===== src/hw/rtl/idiv_pkg.sv =====
`default_nettype none
package idiv_pkg;

   localparam int DATA_WIDTH_DEFAULT = 32;

   localparam logic KIND_UNSIGNED = 1'b0;
   localparam logic KIND_SIGNED   = 1'b1;

   typedef struct packed {
      logic valid;
      logic negate;
      logic zero_div;
   } idiv_ctl_type;

endpackage
`default_nettype wire


===== src/hw/rtl/idiv_front.sv =====
`default_nettype none
module idiv_front
   import idiv_pkg::*;
#(
   parameter int DATA_WIDTH = DATA_WIDTH_DEFAULT
) (
   input  wire logic                  clock,
   input  wire logic                  reset,
   input  wire logic                  adv,
   input  wire logic                  in_valid,
   input  wire logic                  in_kind,
   input  wire logic [DATA_WIDTH-1:0] in_dividend,
   input  wire logic [DATA_WIDTH-1:0] in_divisor,
   output idiv_ctl_type               ctl_out,
   output logic [DATA_WIDTH-1:0]      den_out,
   output logic [DATA_WIDTH-1:0]      rem_out,
   output logic [DATA_WIDTH-1:0]      nq_out
);

   idiv_ctl_type            ctl_ff, ctl_in;
   logic [DATA_WIDTH-1:0]   den_ff, den_in;
   logic [DATA_WIDTH-1:0]   num_ff, num_in;
   logic                    is_signed;

   always_comb begin
      is_signed       = (in_kind == KIND_SIGNED);
      ctl_in.valid    = in_valid;
      ctl_in.negate   = is_signed && (in_dividend[DATA_WIDTH-1] ^ in_divisor[DATA_WIDTH-1]);
      ctl_in.zero_div = (in_divisor == '0);
      num_in = (is_signed && in_dividend[DATA_WIDTH-1]) ? (~in_dividend + 1'b1) : in_dividend;
      den_in = (is_signed && in_divisor[DATA_WIDTH-1]) ? (~in_divisor + 1'b1) : in_divisor;
   end

   always_ff @(posedge clock) begin
      if (reset) begin
         ctl_ff <= '0;
      end else if (adv) begin
         ctl_ff <= ctl_in;
      end
   end

   always_ff @(posedge clock) begin
      if (adv) begin
         den_ff <= den_in;
         num_ff <= num_in;
      end
   end

   assign ctl_out = ctl_ff;
   assign den_out = den_ff;
   assign rem_out = '0;
   assign nq_out  = num_ff;

endmodule
`default_nettype wire


===== config.mk =====
export PLATFORM = sky130hd
export DESIGN_NAME = idiv_front
export DESIGN_NICKNAME = d
export VERILOG_FILES = /design/src/hw/rtl/idiv_pkg.sv /design/src/hw/rtl/idiv_front.sv
export SDC_FILE = /design/constraint.sdc
export NUM_CORES = 1
export LEC_CHECK = 0
export ABC_CLOCK_PERIOD_IN_PS = 5000
export BUFFER_PORTS_ARGS = -buffer_cell sky130_fd_sc_hd__buf_2
export CAP_MARGIN = 10
export CORE_UTILIZATION = 51
export DETAILED_ROUTE_END_ITERATION = 8
export GPL_TIMING_DRIVEN = 0
export PLACE_DENSITY_LB_ADDON = 0.12
export SKIP_LAST_GASP = 1
export SYNTH_ARGS = -nofsm -noshare
export SYNTH_HDL_FRONTEND = slang
export SYNTH_SLANG_ARGS = --single-unit

===== constraint.sdc =====
create_clock -name clock -period 5 [get_ports clock]
set_input_delay 0 -clock clock [delete_from_list [all_inputs] [get_ports clock]]
set_output_delay 0 -clock clock [all_outputs]
set_load 0.02 [all_outputs]

# After elaboration in Yosys (flattened, before gate mapping)
# Cells that the tools add are included.
dict set report totals {
  register_bits 67
  in_bits 69
  out_inout_bits 99
  wordCells 16
}
dict set report op_classes {
  n_addsub 2
  n_mux 2
  n_bitwise 3
  reduce_logical 4
}
# operator count
set ops {}
lappend ops {{adder 32 x 1 -> 32 bit, second input constant} 2}
lappend ops {{2-to-1 mux 32 bit} 2}
lappend ops {{inverter 32 bit} 2}
lappend ops {{logical NOT 32 bit} 1}
lappend ops {{logical AND 1 bit} 3}
lappend ops {{bitwise XOR 1 bit} 1}

# Logic depth before layout (Yosys ltp)
# Gate-level depths: netlist (run 1).
dict set report depth {
  ltp_word 3
  mapped_depth 7
  mapped_depth_nobuf 7
}

# Worst setup path after synthesis (run 1)
# Ideal clock, no wire load.
dict set report synth_timing {
  path_kind {input port to flip-flop}
  from {input in_dividend[1]}
  to {register num_ff[24], in the netlist nq_out[24] (data pin)}
  setup_time_ps 263
  arrival_time_ps 1582
  required_ps 4737
  slack_ps 3155
  stages 7
  n_path_buf 0
  cell_sequence {inv_1 ha_1 or3b_2 nor4_4 nand2_1 o41ai_2 xnor2_1}
}
dict set report synth_between {
  elab_chain_len 3
}
# element line
set synth_rtl {}
lappend synth_rtl {{start, declared} idiv_front.sv:12} ;# input wire logic [DATA_WIDTH-1:0] in_dividend,
lappend synth_rtl {{inverter 32 bit} idiv_front.sv:30} ;# num_in = (is_signed && in_dividend[DATA_WIDTH-1]) ? (~in_dividend + 1'b1) : in_dividend;
lappend synth_rtl {{adder 32 x 1 -> 32 bit} idiv_front.sv:30}
lappend synth_rtl {{2-to-1 mux 32 bit} idiv_front.sv:30}
lappend synth_rtl {{net num_in[24]} idiv_front.sv:22} ;# logic [DATA_WIDTH-1:0] num_ff, num_in;
lappend synth_rtl {{end signal, assigned} idiv_front.sv:45} ;# num_ff <= num_in;
lappend synth_rtl {{end, declared} idiv_front.sv:22}
# The timed path passes the listed nets, and every way through them passes these cells.
# A chain may end at the register's enable or synchronous reset.

# Worst setup path after layout (run 1)
dict set report layout_timing {
  from {input in_dividend[0]}
  to {register num_ff[24], in the netlist nq_out[24] (data pin)}
}
# The elaborated chain is that of the path after synthesis.

==> out/qor.csv, run 1 <==
stage;metric;value;unit
outcome;run status;completed;
timing;Final Max Tran Viols;0;
setup_path;Startpoint Class;primary input;
timing;final setup fails;0;
finish;nets;612;
yosys;syn avg cell area;11.6;µm²
setup_path;CP cell instances;dlygate4sd3_1, buf_2, inv_1, ha_1, or3b_2, nor4_4, nand2_1, o41ai_2, xnor2_1;
yosys;post-synthesis mux area share;0.00272;
detailed_routing;DR iter-0 viols;170;
finish;most frequent cells in the layout;buf_2, edfxtp_1, dlygate4sd3_1;
detailed_routing;Vias/cell;4.82;
placed_design;Port Buffers;135;
clock_tree;cts repair resizes;0;
power_and_ir_drop;Peak VDD IR;0.154;mV
floorplanning;initial core utilization;0.536;
yosys;Post-Synth XOR/XNOR Area;0.140;
yosys;top_reg_cell synth;edfxtp_1;
finish;most common cell after layout, fill and taps aside;buf_2;
detailed_routing;remaining antenna violation count;0;
timing;Tmin final;2.41;ns
finish;number of diodes;0;
clock_tree;# clock sinks;67;
hold_path;min-delay src;in_divisor[21];
global_routing;total gr overflow;0;
finish;share of cells above drive strength 1;0.360;
finish;FF+latch area;0.00198;mm²
yosys;Seq cells post-synth;67;
clock_tree;Max Root-Sink Buffers;2;
floorplanning;Die W;86.9;µm
detailed_routing;via count;3089;
detailed_routing;# DRC;0;
clock_tree;H-tree depth;3;
clock_tree;cts bufs inserted;9;
timing;RSZ-0062 raised after global routing;no;
finish;Syn-to-layout area delta;41.9;%
hold_path;Hold/Removal Path Class;primary input to flip-flop;
floorplanning;Die Height;86.9;µm
setup_path;Crit Path Max Fanout;5;
setup_path;Slowest cell on crit path;dlygate4sd3_1;
global_routing;GRT Overall Usage;0.235;
placed_design;hpwl dp;6020;µm
setup_path;crit end category;flip-flop;
floorplanning;total I/O pin count;168;
yosys;Synth Area in Simple Gates;0.141;
yosys;post-synthesis compound-gate area fraction;0.0881;
global_routing;initial antenna violation count;0;
setup_path;crit-path max cell delay;0.53;ns
setup_path;worst path bufs/invs;3;
placed_design;GPL Wtd Cong;0.843;
global_routing;first-pass GRT wire length;13400;µm
timing;post-route clock period utilization;0.482;
yosys;ys async rst share;0;
hold_path;WHS Endpoint;den_out[21]$_DFFE_PP_;
yosys;Post-synth EDFFs;64;
hold_path;Worst Hold Path Cells;2;
power_and_ir_drop;Power Density;270;mW/mm²
yosys;top post-synthesis cells by area;edfxtp_1, xor2_1, buf_4, xnor2_1, a21oi_1;
yosys;Syn Inst Count;317;
timing;Tightest Pin Transition;0.855;ns
finish;fill cell count;494;
yosys;largest family of logic cells by synthesized area;simple AND/OR/NAND/NOR gates;
clock_tree;clock transition time at the flip-flop clock pins of the worst setup and hold paths;0.07;ns
yosys;post-synthesis sequential area ratio;0.539;
yosys;Yosys cell types;43;
yosys;YS warnings;0;
clock_tree;Worst-Skew Late Latency;0.33;ns
timing;f_max;415;MHz
clock_tree;CTS tree;built;
clock_tree;postcts setup bufs;0;
timing;Clock Skew;0;ns
placed_design;pre-CTS WS;2.80;ns
detailed_routing;Initial DRT Pass Iterations;4;
job;max-cap violations;0;
timing;Slew HR;0.430;
setup_path;Worst EP arrival;2.49;ns
setup_path;Critical R2R Capture;ctl_out[2]$_SDFFE_PP0P_;
power_and_ir_drop;P_leak;0.00227;µW
yosys;post-synthesis adder-cell area fraction;0.00680;
yosys;Synth top area share;0.522;
setup_path;FF-to-FF Start;ctl_out[2]$_SDFFE_PP0P_;
yosys;Yosys top cell by area;edfxtp_1;
global_routing;largest net degree at the start of global routing;70;
setup_path;Worst R2R Setup Slack;4.42;ns
floorplanning;die area;0.00756;mm²
detailed_routing;Total Wirelength;8740;µm
floorplanning;Rows;30;
timing;Final Worst Setup Slack;2.59;ns
timing;setup TNS;0;ns
clock_tree;clock root buffer;clkbuf_8;
floorplanning;Core ar.;0.00687;mm²
finish;area taken by multi-input logic gates;0.00151;mm²
detailed_routing;routed len/inst;13.6;µm
yosys;Mapped Area;0.00368;mm²
timing;Fin. Hold Viols;0;
setup_path;Worst R2R Path Depth;2;
setup_path;delay-heaviest family, CP;simple AND/OR/NAND/NOR gates;
setup_path;kind of critical path;primary input to flip-flop;
setup_path;Worst EP required;5.08;ns
global_routing;vias in the first global route;2900;
[cells in the mapped netlist, types with 2 or more instances]
library cell  number
and3_1             2
xnor2_1           27
dfxtp_1            3
nand2_1           10
xor2_1            32
nor3b_1            2
a21oi_1           23
or3_1              7
clkbuf_1           5
nand2b_1           5
and2_1             2
nor4_1             6
ha_1               2
o21ai_0           12
a31oi_1            3
o31ai_1            5
nand3_1            3
inv_1              8
edfxtp_1          64
o41ai_2            2
nor3_1             8
nand4_1            2
o41ai_1            5
buf_4             32
or4_4              3
nor2_1            27
[through the flow]
step	cells	instance area [µm²]	util	hold WS, ns	power, µW
6_report	641	5220	0.760	0.0185	1410
5_1_grt	641	5220	0.760	0.0126	1470
4_1_cts	641	5220	0.760	0.00158	1420
3_5_place_dp	579	4590	0.669	0.200	1020
3_3_place_gp	579	4590	0.668	0.202	1010
2_1_floorplan	348	3800	-	0.0691	897
[logic make-up (layout without fill, tap and decap cells)]
| logic type | count (synthesis) | after routing |
|---|---|---|
| and+or+nand+nor | 89 | 89 |
| DFF | 67 | 67 |
| xor gates and xnor gates | 59 | 59 |
| AOI/OAI and AO/OA | 52 | 52 |
| buffers and inverters | 46 | 243 |
| adders and majority gates | 2 | 2 |
| other | 1 | 32 |
| muxes | 1 | 1 |
[report_power, final]
group | total [µW] | internal, µW | switching, µW
clock | 372 | 172 | 200
combinational | 340 | 138 | 203
sequential | 696 | 683 | 13.0
[worst reg2reg max path, delay by kind of cell (launching register included)]
kind,cells,cell delay (ns)
mux,1,0.12
flops,1,0.31
simple gates,1,0.05
[registers in the layout, summed over array words and instances, names as in the netlist]
signal / count
nq_out: 32
ctl_out: 3
den_out: 32
[worst max-delay path by stage]
stage	to	startpoint	slack, ns	cells past startpoint
4_1_cts	nq_out[24]$_DFFE_PP_	in_dividend[0]	2.61	9
2_1_floorplan	nq_out[24]$_DFFE_PP_	in_dividend[1]	3.16	7
5_1_grt	nq_out[30]$_DFFE_PP_	in_dividend[0]	2.48	9
6_report	nq_out[24]$_DFFE_PP_	in_dividend[0]	2.59	9
3_5_place_dp	nq_out[24]$_DFFE_PP_	in_dividend[1]	2.80	8
3_3_place_gp	nq_out[24]$_DFFE_PP_	in_dividend[1]	2.83	8
[metal layers]
metal | GRT usage | up-vias | part of all wire
met5 | 0 | - | 0
met4 | 0.112 | 0 | 0.019
met3 | 0.0455 | 15 | 0.065
met2 | 0.396 | 128 | 0.50
met1 | 0.290 | 1417 | 0.42
li1 | - | 1529 | -
[timing repair]
action                                  in CTS  in global routing
endpoints found under the hold margin       47                  0
hold buffers                                47                  0
endpoints found under the setup margin       0                  0
[area by class of cell]
type,count,share of cell area
well taps,96,0.0230
multi-input cells,235,0.290
clock buffers,9,0.0237
repair buffers,182,0.220
clock inverters,6,0.00647
plain buffers,38,0.0517
inverters,8,0.00575
flip-flops and latches,67,0.379
No activity file was read; power rests on OpenSTA's default activity.
==> run 2: changes to the inputs <==
ABC_AREA = 1   (was not set)
ABC_CLOCK_PERIOD_IN_PS = 2500   (was 5000)
CORE_UTILIZATION = 50   (was 51)
clock period = 2.5 ns   (was 5 ns; I/O delays follow)
==> out/qor.csv, run 2 <==
stage;metric;value;unit;change
floorplanning;Die Height;97.2;µm;+12%
yosys;ys async rst share;0;;unchanged
finish;most common cell after layout, fill and taps aside;nand2_1;;
global_routing;GRT Overall Usage;0.257;;+0.0220
setup_path;Worst EP arrival;1.82;ns;-0.67 ns
finish;share of cells above drive strength 1;0.298;;-0.0615
setup_path;Startpoint Class;primary input;;
yosys;YS warnings;0;;unchanged
clock_tree;clock root buffer;clkbuf_8;;
floorplanning;total I/O pin count;168;;unchanged
detailed_routing;# DRC;0;;unchanged
timing;RSZ-0062 raised after global routing;no;;
detailed_routing;routed len/inst;13.3;µm;-2.4%
timing;setup TNS;0;ns;unchanged
clock_tree;CTS tree;built;;
outcome;run status;completed;;
timing;Tmin final;1.71;ns;
global_routing;first-pass GRT wire length;19300;µm;+44%
detailed_routing;Vias/cell;4.81;;-0.20%
global_routing;largest net degree at the start of global routing;38;;-46%
yosys;syn avg cell area;7.91;µm²;-32%
timing;worst hold slack;0.0195;ns;+0.000938 ns
yosys;Yosys cell types;32;;-26%
timing;Tightest Pin Transition;0.775;ns;-0.0793 ns
timing;Final Worst Setup Slack;0.791;ns;-1.80 ns
yosys;top-count cell post-synth;nand2_1;;
hold_path;min-delay src;in_dividend[29];;
finish;number of diodes;0;;unchanged
yosys;Synth top area share;0.424;;-0.0984
floorplanning;Die W;97.2;µm;+12%
setup_path;Crit Path Max Fanout;9;;+4
global_routing;total gr overflow;0;;unchanged
floorplanning;Rows;34;;+13%
clock_tree;Worst-Skew Late Latency;0.34;ns;about the same
detailed_routing;via count;4295;;+39%
power_and_ir_drop;Peak VDD IR;0.273;mV;+77%
job;max-cap violations;0;;unchanged
yosys;post-synthesis sequential area ratio;0.437;;-0.102
yosys;Yosys top cell by area;edfxtp_1;;
clock_tree;clock transition time at the flip-flop clock pins of the worst setup and hold paths;0.08;ns;about the same
finish;most frequent cells in the layout;nand2_1, buf_2, nor2_1;;
timing;f_max;585;MHz;
timing;post-route clock period utilization;0.684;;
yosys;top_reg_cell synth;edfxtp_1;;
placed_design;GPL Wtd Cong;0.977;;+16%
power_and_ir_drop;Power Density;502;mW/mm²;+86%
floorplanning;Core ar.;0.00876;mm²;+28%
yosys;Mapped Area;0.00453;mm²;+23%
timing;final setup fails;0;;unchanged
setup_path;critical path launch point;in_divisor[0];;
timing;Final Max Tran Viols;0;;unchanged
floorplanning;die area;0.00945;mm²;+25%
placed_design;hpwl dp;9040;µm;+50%
detailed_routing;Initial DRT Pass Iterations;7;;+3
clock_tree;H-tree depth;3;;unchanged
clock_tree;Max Root-Sink Buffers;2;;unchanged
setup_path;kind of critical path;primary input to flip-flop;;
detailed_routing;remaining antenna violation count;0;;unchanged
global_routing;initial antenna violation count;0;;unchanged
yosys;Seq cells post-synth;67;;unchanged
setup_path;FF-to-FF Start;ctl_out[1]$_SDFFE_PP0P_;;
timing;Fin. Hold Viols;0;;unchanged
timing;Clock Skew;0;ns;unchanged
setup_path;crit end category;flip-flop;;
finish;nets;851;;+39%
clock_tree;postcts setup bufs;0;;unchanged
detailed_routing;DR iter-0 viols;230;;+35%
yosys;top post-synthesis cells by area;edfxtp_1, nand2_1, nor2_1, inv_1, buf_4;;
yosys;Post-synth EDFFs;64;;unchanged
placed_design;Port Buffers;135;;unchanged
clock_tree;cts bufs inserted;9;;unchanged
placed_design;pre-CTS WS;0.960;ns;-1.84 ns
detailed_routing;Total Wirelength;11900;µm;+36%
global_routing;vias in the first global route;4130;;+42%
yosys;Syn Inst Count;573;;+81%
power_and_ir_drop;Pwr Total;2980;µW;+110%
power_and_ir_drop;P_leak;0.00291;µW;+28%
floorplanning;initial core utilization;0.517;;-0.0183
clock_tree;# clock sinks;67;;unchanged
timing;Slew HR;0.483;;+0.0529
hold_path;Hold/Removal Path Class;primary input to flip-flop;;
clock_tree;cts repair resizes;0;;unchanged
finish;fill cell count;765;;+55%
finish;Syn-to-layout area delta;31.0;%;
yosys;synth cell count leaders;nand2_1, nor2_1, inv_1, edfxtp_1, nand3_1;;
setup_path;Worst EP required;2.61;ns;-2.47 ns
[run 2: what timing repair did]
action                     in CTS  in global routing
hold buffers                   29                  0
hold endpoints to repair       30                  0
setup endpoints to repair       0                  0
[run 2: logic make-up after synthesis]
group | after synthesis | share of synthesized area
flip-flops | 67 | 0.437
buffers and inverters | 114 | 0.132
AO/OA/AOI/OAI | 24 | 0.0331
AND/OR/NAND/NOR | 332 | 0.328
other | 1 | 0.000827
adder cells (fa/ha/maj) | 2 | 0.00552
XOR/XNOR | 33 | 0.0637
[run 2: area by class of cell]
| class | count | area, µm² | area share |
|---|---|---|---|
| well taps | 108 | 135 | 0.0227 |
| clock inverters | 7 | 45.0 | 0.00758 |
| plain buffers | 38 | 304 | 0.0512 |
| flip-flops and latches | 67 | 1980 | 0.334 |
| inverters | 76 | 295 | 0.0497 |
| multi-input cells | 423 | 2070 | 0.348 |
| repair buffers | 165 | 986 | 0.166 |
| clock buffers | 9 | 124 | 0.0209 |
[run 2: path summary, 6_finish.rpt]
check / end / slack [ns] / depth (start not counted)
setup / recovery: den_out[20]$_DFFE_PP_ / 0.79 / 11
hold / removal: nq_out[29]$_DFFE_PP_ / 0.02 / 3
hold reg to reg: ctl_out[0]$_SDFFE_PP0P_ / 0.47 / 2
setup reg to reg: ctl_out[1]$_SDFFE_PP0P_ / 1.85 / 2
[run 2: critical path: stages]
cell and delay [ns]:
dlygate4sd3_1 0.53, buf_2 0.14, inv_1 0.11, ha_1 0.21, nand3_1 0.14, nor2_2 0.17
nand2_2 0.10, nand2_4 0.13, nand2_2 0.08, o21ai_1 0.12, nand2_1 0.07
[run 2: through the flow]
step | area [µm²] | util | instances
after global placement | 5460 | 0.623 | 847
after floorplan | 4650 | - | 604
final | 5940 | 0.678 | 893
after detailed placement | 5480 | 0.626 | 848
after global routing | 5940 | 0.678 | 893
after CTS | 5940 | 0.678 | 893
[run 2: layer usage]
layer / up-vias / track usage / wire length (µm)
met2: 202 / 0.400 / 5270
li1: 2174 / - / -
met4: 0 / 0.0973 / 255
met3: 23 / 0.0496 / 941
met5: - / 0 / 0
met1: 1896 / 0.355 / 5430
[run 2: power breakdown]
| group | switching [µW] | internal, µW | leakage (µW) |
|---|---|---|---|
| registers | 26.1 | 1370 | 0.000650 |
| logic | 504 | 287 | 0.00218 |
| clock network | 443 | 354 | 0.0000787 |
==> run 3: changes to the inputs <==
ABC_AREA = 0   (was 1)
ABC_CLOCK_PERIOD_IN_PS = 1400   (was 2500)
CORE_UTILIZATION = 43   (was 50)
clock period = 1.4 ns   (was 2.5 ns; I/O delays follow)
==> out/qor.csv, run 3 (synthesized netlist as in run 1, its figures left out) <==
stage;metric;value;unit;change
clock_tree;# clock sinks;67;;unchanged
detailed_routing;Vias/cell;4.84;;+0.60%
timing;final setup fails;22;;+22
floorplanning;Die W;94.5;µm;-2.8%
setup_path;Startpoint Class;primary input;;
clock_tree;H-tree depth;3;;unchanged
power_and_ir_drop;Pwr Total;5530;µW;+86%
detailed_routing;via count;3232;;-25%
global_routing;initial antenna violation count;0;;unchanged
clock_tree;CTS tree;built;;
placed_design;hpwl dp;6280;µm;-30%
setup_path;kind of critical path;primary input to flip-flop;;
finish;fill cell count;641;;-16%
global_routing;first-pass GRT wire length;14400;µm;-25%
hold_path;Worst Hold Path Cells;2;;-1
global_routing;GRT Overall Usage;0.214;;-0.0423
timing;Clock Skew;0;ns;unchanged
timing;Fin. Hold Viols;0;;unchanged
detailed_routing;Total Wirelength;9730;µm;-18%
timing;post-route clock period utilization;1.12;;
setup_path;Worst EP required;1.48;ns;-1.13 ns
power_and_ir_drop;cell-internal power;3970;µW;+98%
global_routing;vias in the first global route;2997;;-27%
floorplanning;Die Height;94.5;µm;-2.8%
setup_path;FF-to-FF Start;ctl_out[2]$_SDFFE_PP0P_;;
clock_tree;clock root buffer;clkbuf_8;;
clock_tree;Max Root-Sink Buffers;2;;unchanged
setup_path;worst path bufs/invs;2;;-1
timing;Tmin final;1.57;ns;
power_and_ir_drop;Power Density;955;mW/mm²;+90%
setup_path;Crit Path Max Fanout;6;;-3
detailed_routing;DR iter-0 viols;124;;-46%
placed_design;Port Buffers;135;;unchanged
hold_path;Hold/Removal Path Class;primary input to flip-flop;;
hold_path;min-delay src;in_dividend[2];;
timing;Slew HR;0.406;;-0.0773
power_and_ir_drop;Peak VDD IR;0.441;mV;+61%
power_and_ir_drop;sequential power share;0.449;;-0.018
floorplanning;Rows;33;;-2.9%
timing;Final Max Tran Viols;0;;unchanged
job;max-cap violations;0;;unchanged
outcome;run status;finished, violations left;;
setup_path;Worst EP arrival;1.64;ns;-0.18 ns
global_routing;total gr overflow;0;;unchanged
setup_path;Critical R2R Capture;ctl_out[2]$_SDFFE_PP0P_;;
finish;share of cells above drive strength 1;0.453;;+0.155
finish;number of diodes;0;;unchanged
power_and_ir_drop;combinational share of power;0.238;;-0.027
setup_path;Slowest cell on crit path;or4_4;;
finish;nets;629;;-26%
outcome;failing checks;negative setup slack;;
power_and_ir_drop;Sw Ratio;0.282;;-0.0443
timing;worst hold slack;0.0370;ns;+0.0175 ns
timing;f_max;637;MHz;
placed_design;GPL Wtd Cong;0.805;;-18%
global_routing;largest net degree at the start of global routing;70;;+84%
clock_tree;clock transition time at the flip-flop clock pins of the worst setup and hold paths;0.08;ns;about the same
detailed_routing;routed len/inst;14.6;µm;+9.4%
power_and_ir_drop;P_leak;0.00250;µW;-14%
finish;Syn-to-layout area delta;57.4;%;
floorplanning;initial core utilization;0.446;;-0.0718
timing;RSZ-0062 raised after global routing;yes;;
finish;most common cell after layout, fill and taps aside;buf_2;;
timing;Tightest Pin Transition;0.891;ns;+0.116 ns
power_and_ir_drop;Psw;1560;µW;+60%
finish;most frequent cells in the layout;buf_2, edfxtp_1, buf_4;;
setup_path;crit-path max cell delay;0.54;ns;about the same
setup_path;crit end category;flip-flop;;
setup_path;delay-heaviest family, CP;simple AND/OR/NAND/NOR gates;;
setup_path;Worst R2R Setup Slack;0.82;ns;-1.03 ns
floorplanning;total I/O pin count;168;;unchanged
clock_tree;Worst-Skew Late Latency;0.32;ns;-0.02 ns
detailed_routing;# DRC;0;;unchanged
detailed_routing;remaining antenna violation count;0;;unchanged
setup_path;Worst R2R Path Depth;2;;unchanged
floorplanning;Core ar.;0.00826;mm²;-5.8%
timing;Final Worst Setup Slack;-0.169;ns;-0.960 ns
floorplanning;die area;0.00893;mm²;-5.5%
hold_path;WHS Endpoint;nq_out[2]$_DFFE_PP_;;
setup_path;CP cell instances;buf_6, or4_4, or3_4, nor3b_4, buf_12, a21oi_4, xor2_1;;
power_and_ir_drop;clock share of power;0.313;;+0.046
detailed_routing;Initial DRT Pass Iterations;4;;-3
clock_tree;cts bufs inserted;9;;unchanged
## run 3: worst max path at each step
| stage | depth (start not counted) | to | start |
|---|---|---|---|
| finish | 7 | den_out[25]$_DFFE_PP_ | in_divisor[16] |
| global route | 6 | den_out[28]$_DFFE_PP_ | in_divisor[23] |
| CTS | 8 | nq_out[24]$_DFFE_PP_ | in_dividend[0] |
| detailed placement | 6 | den_out[21]$_DFFE_PP_ | in_divisor[16] |
| global placement | 6 | den_out[21]$_DFFE_PP_ | in_divisor[16] |
| floorplan | 5 | den_out[28]$_DFFE_PP_ | in_divisor[22] |
## run 3: final cells by class
cell class                      instances  area, µm²  share of cell area
Sequential cell                        67       1980               0.342
Multi-Input combinational cell        235       1820               0.314
Timing Repair Buffer                  199       1340               0.231
Buffer                                 38        272              0.0469
Tap cell                              105        131              0.0227
Clock buffer                           10        128              0.0220
Clock inverter                          6       80.1              0.0138
Inverter                                8       45.0             0.00778
## run 3: layer usage
layer,track usage,wire length (µm)
met4,0.0859,136
met1,0.267,3940
met2,0.357,4950
met5,0,0
met3,0.0523,699
## run 3: repair_timing
| action | 4_1_cts | 5_1_grt |
|---|---|---|
| setup buffers | 11 | 10 |
| setup endpoints to repair | 32 | 34 |
| hold buffers | 43 | 1 |
| hold endpoints to repair | 44 | 1 |
| pin swaps | 22 | 16 |
| resized for setup | 22 | 18 |
## run 3: power groups by stage
stage                     Clock, µW  Sequential, µW  Combinational (µW)
after floorplan                   0            2800                 428
after global placement            0            2530                1130
after detailed placement          0            2530                1140
after CTS                      1760            2490                1260
after global routing           1850            2510                1410
final                          1730            2490                1320
## run 3: stage by stage
stage | instance area, µm² | setup TNS, ns | instances | setup slack (ns) | util
6_report | 5790 | -1.86 | 668 | -0.169 | 0.702
5_1_grt | 5790 | -2.64 | 668 | -0.204 | 0.702
4_1_cts | 5610 | -2.06 | 658 | -0.148 | 0.679
3_5_place_dp | 4780 | -19.25 | 588 | -0.626 | 0.578
3_3_place_gp | 4770 | -27.00 | 588 | -0.613 | 0.578
2_1_floorplan | 3970 | -5.41 | 348 | -0.398 | -
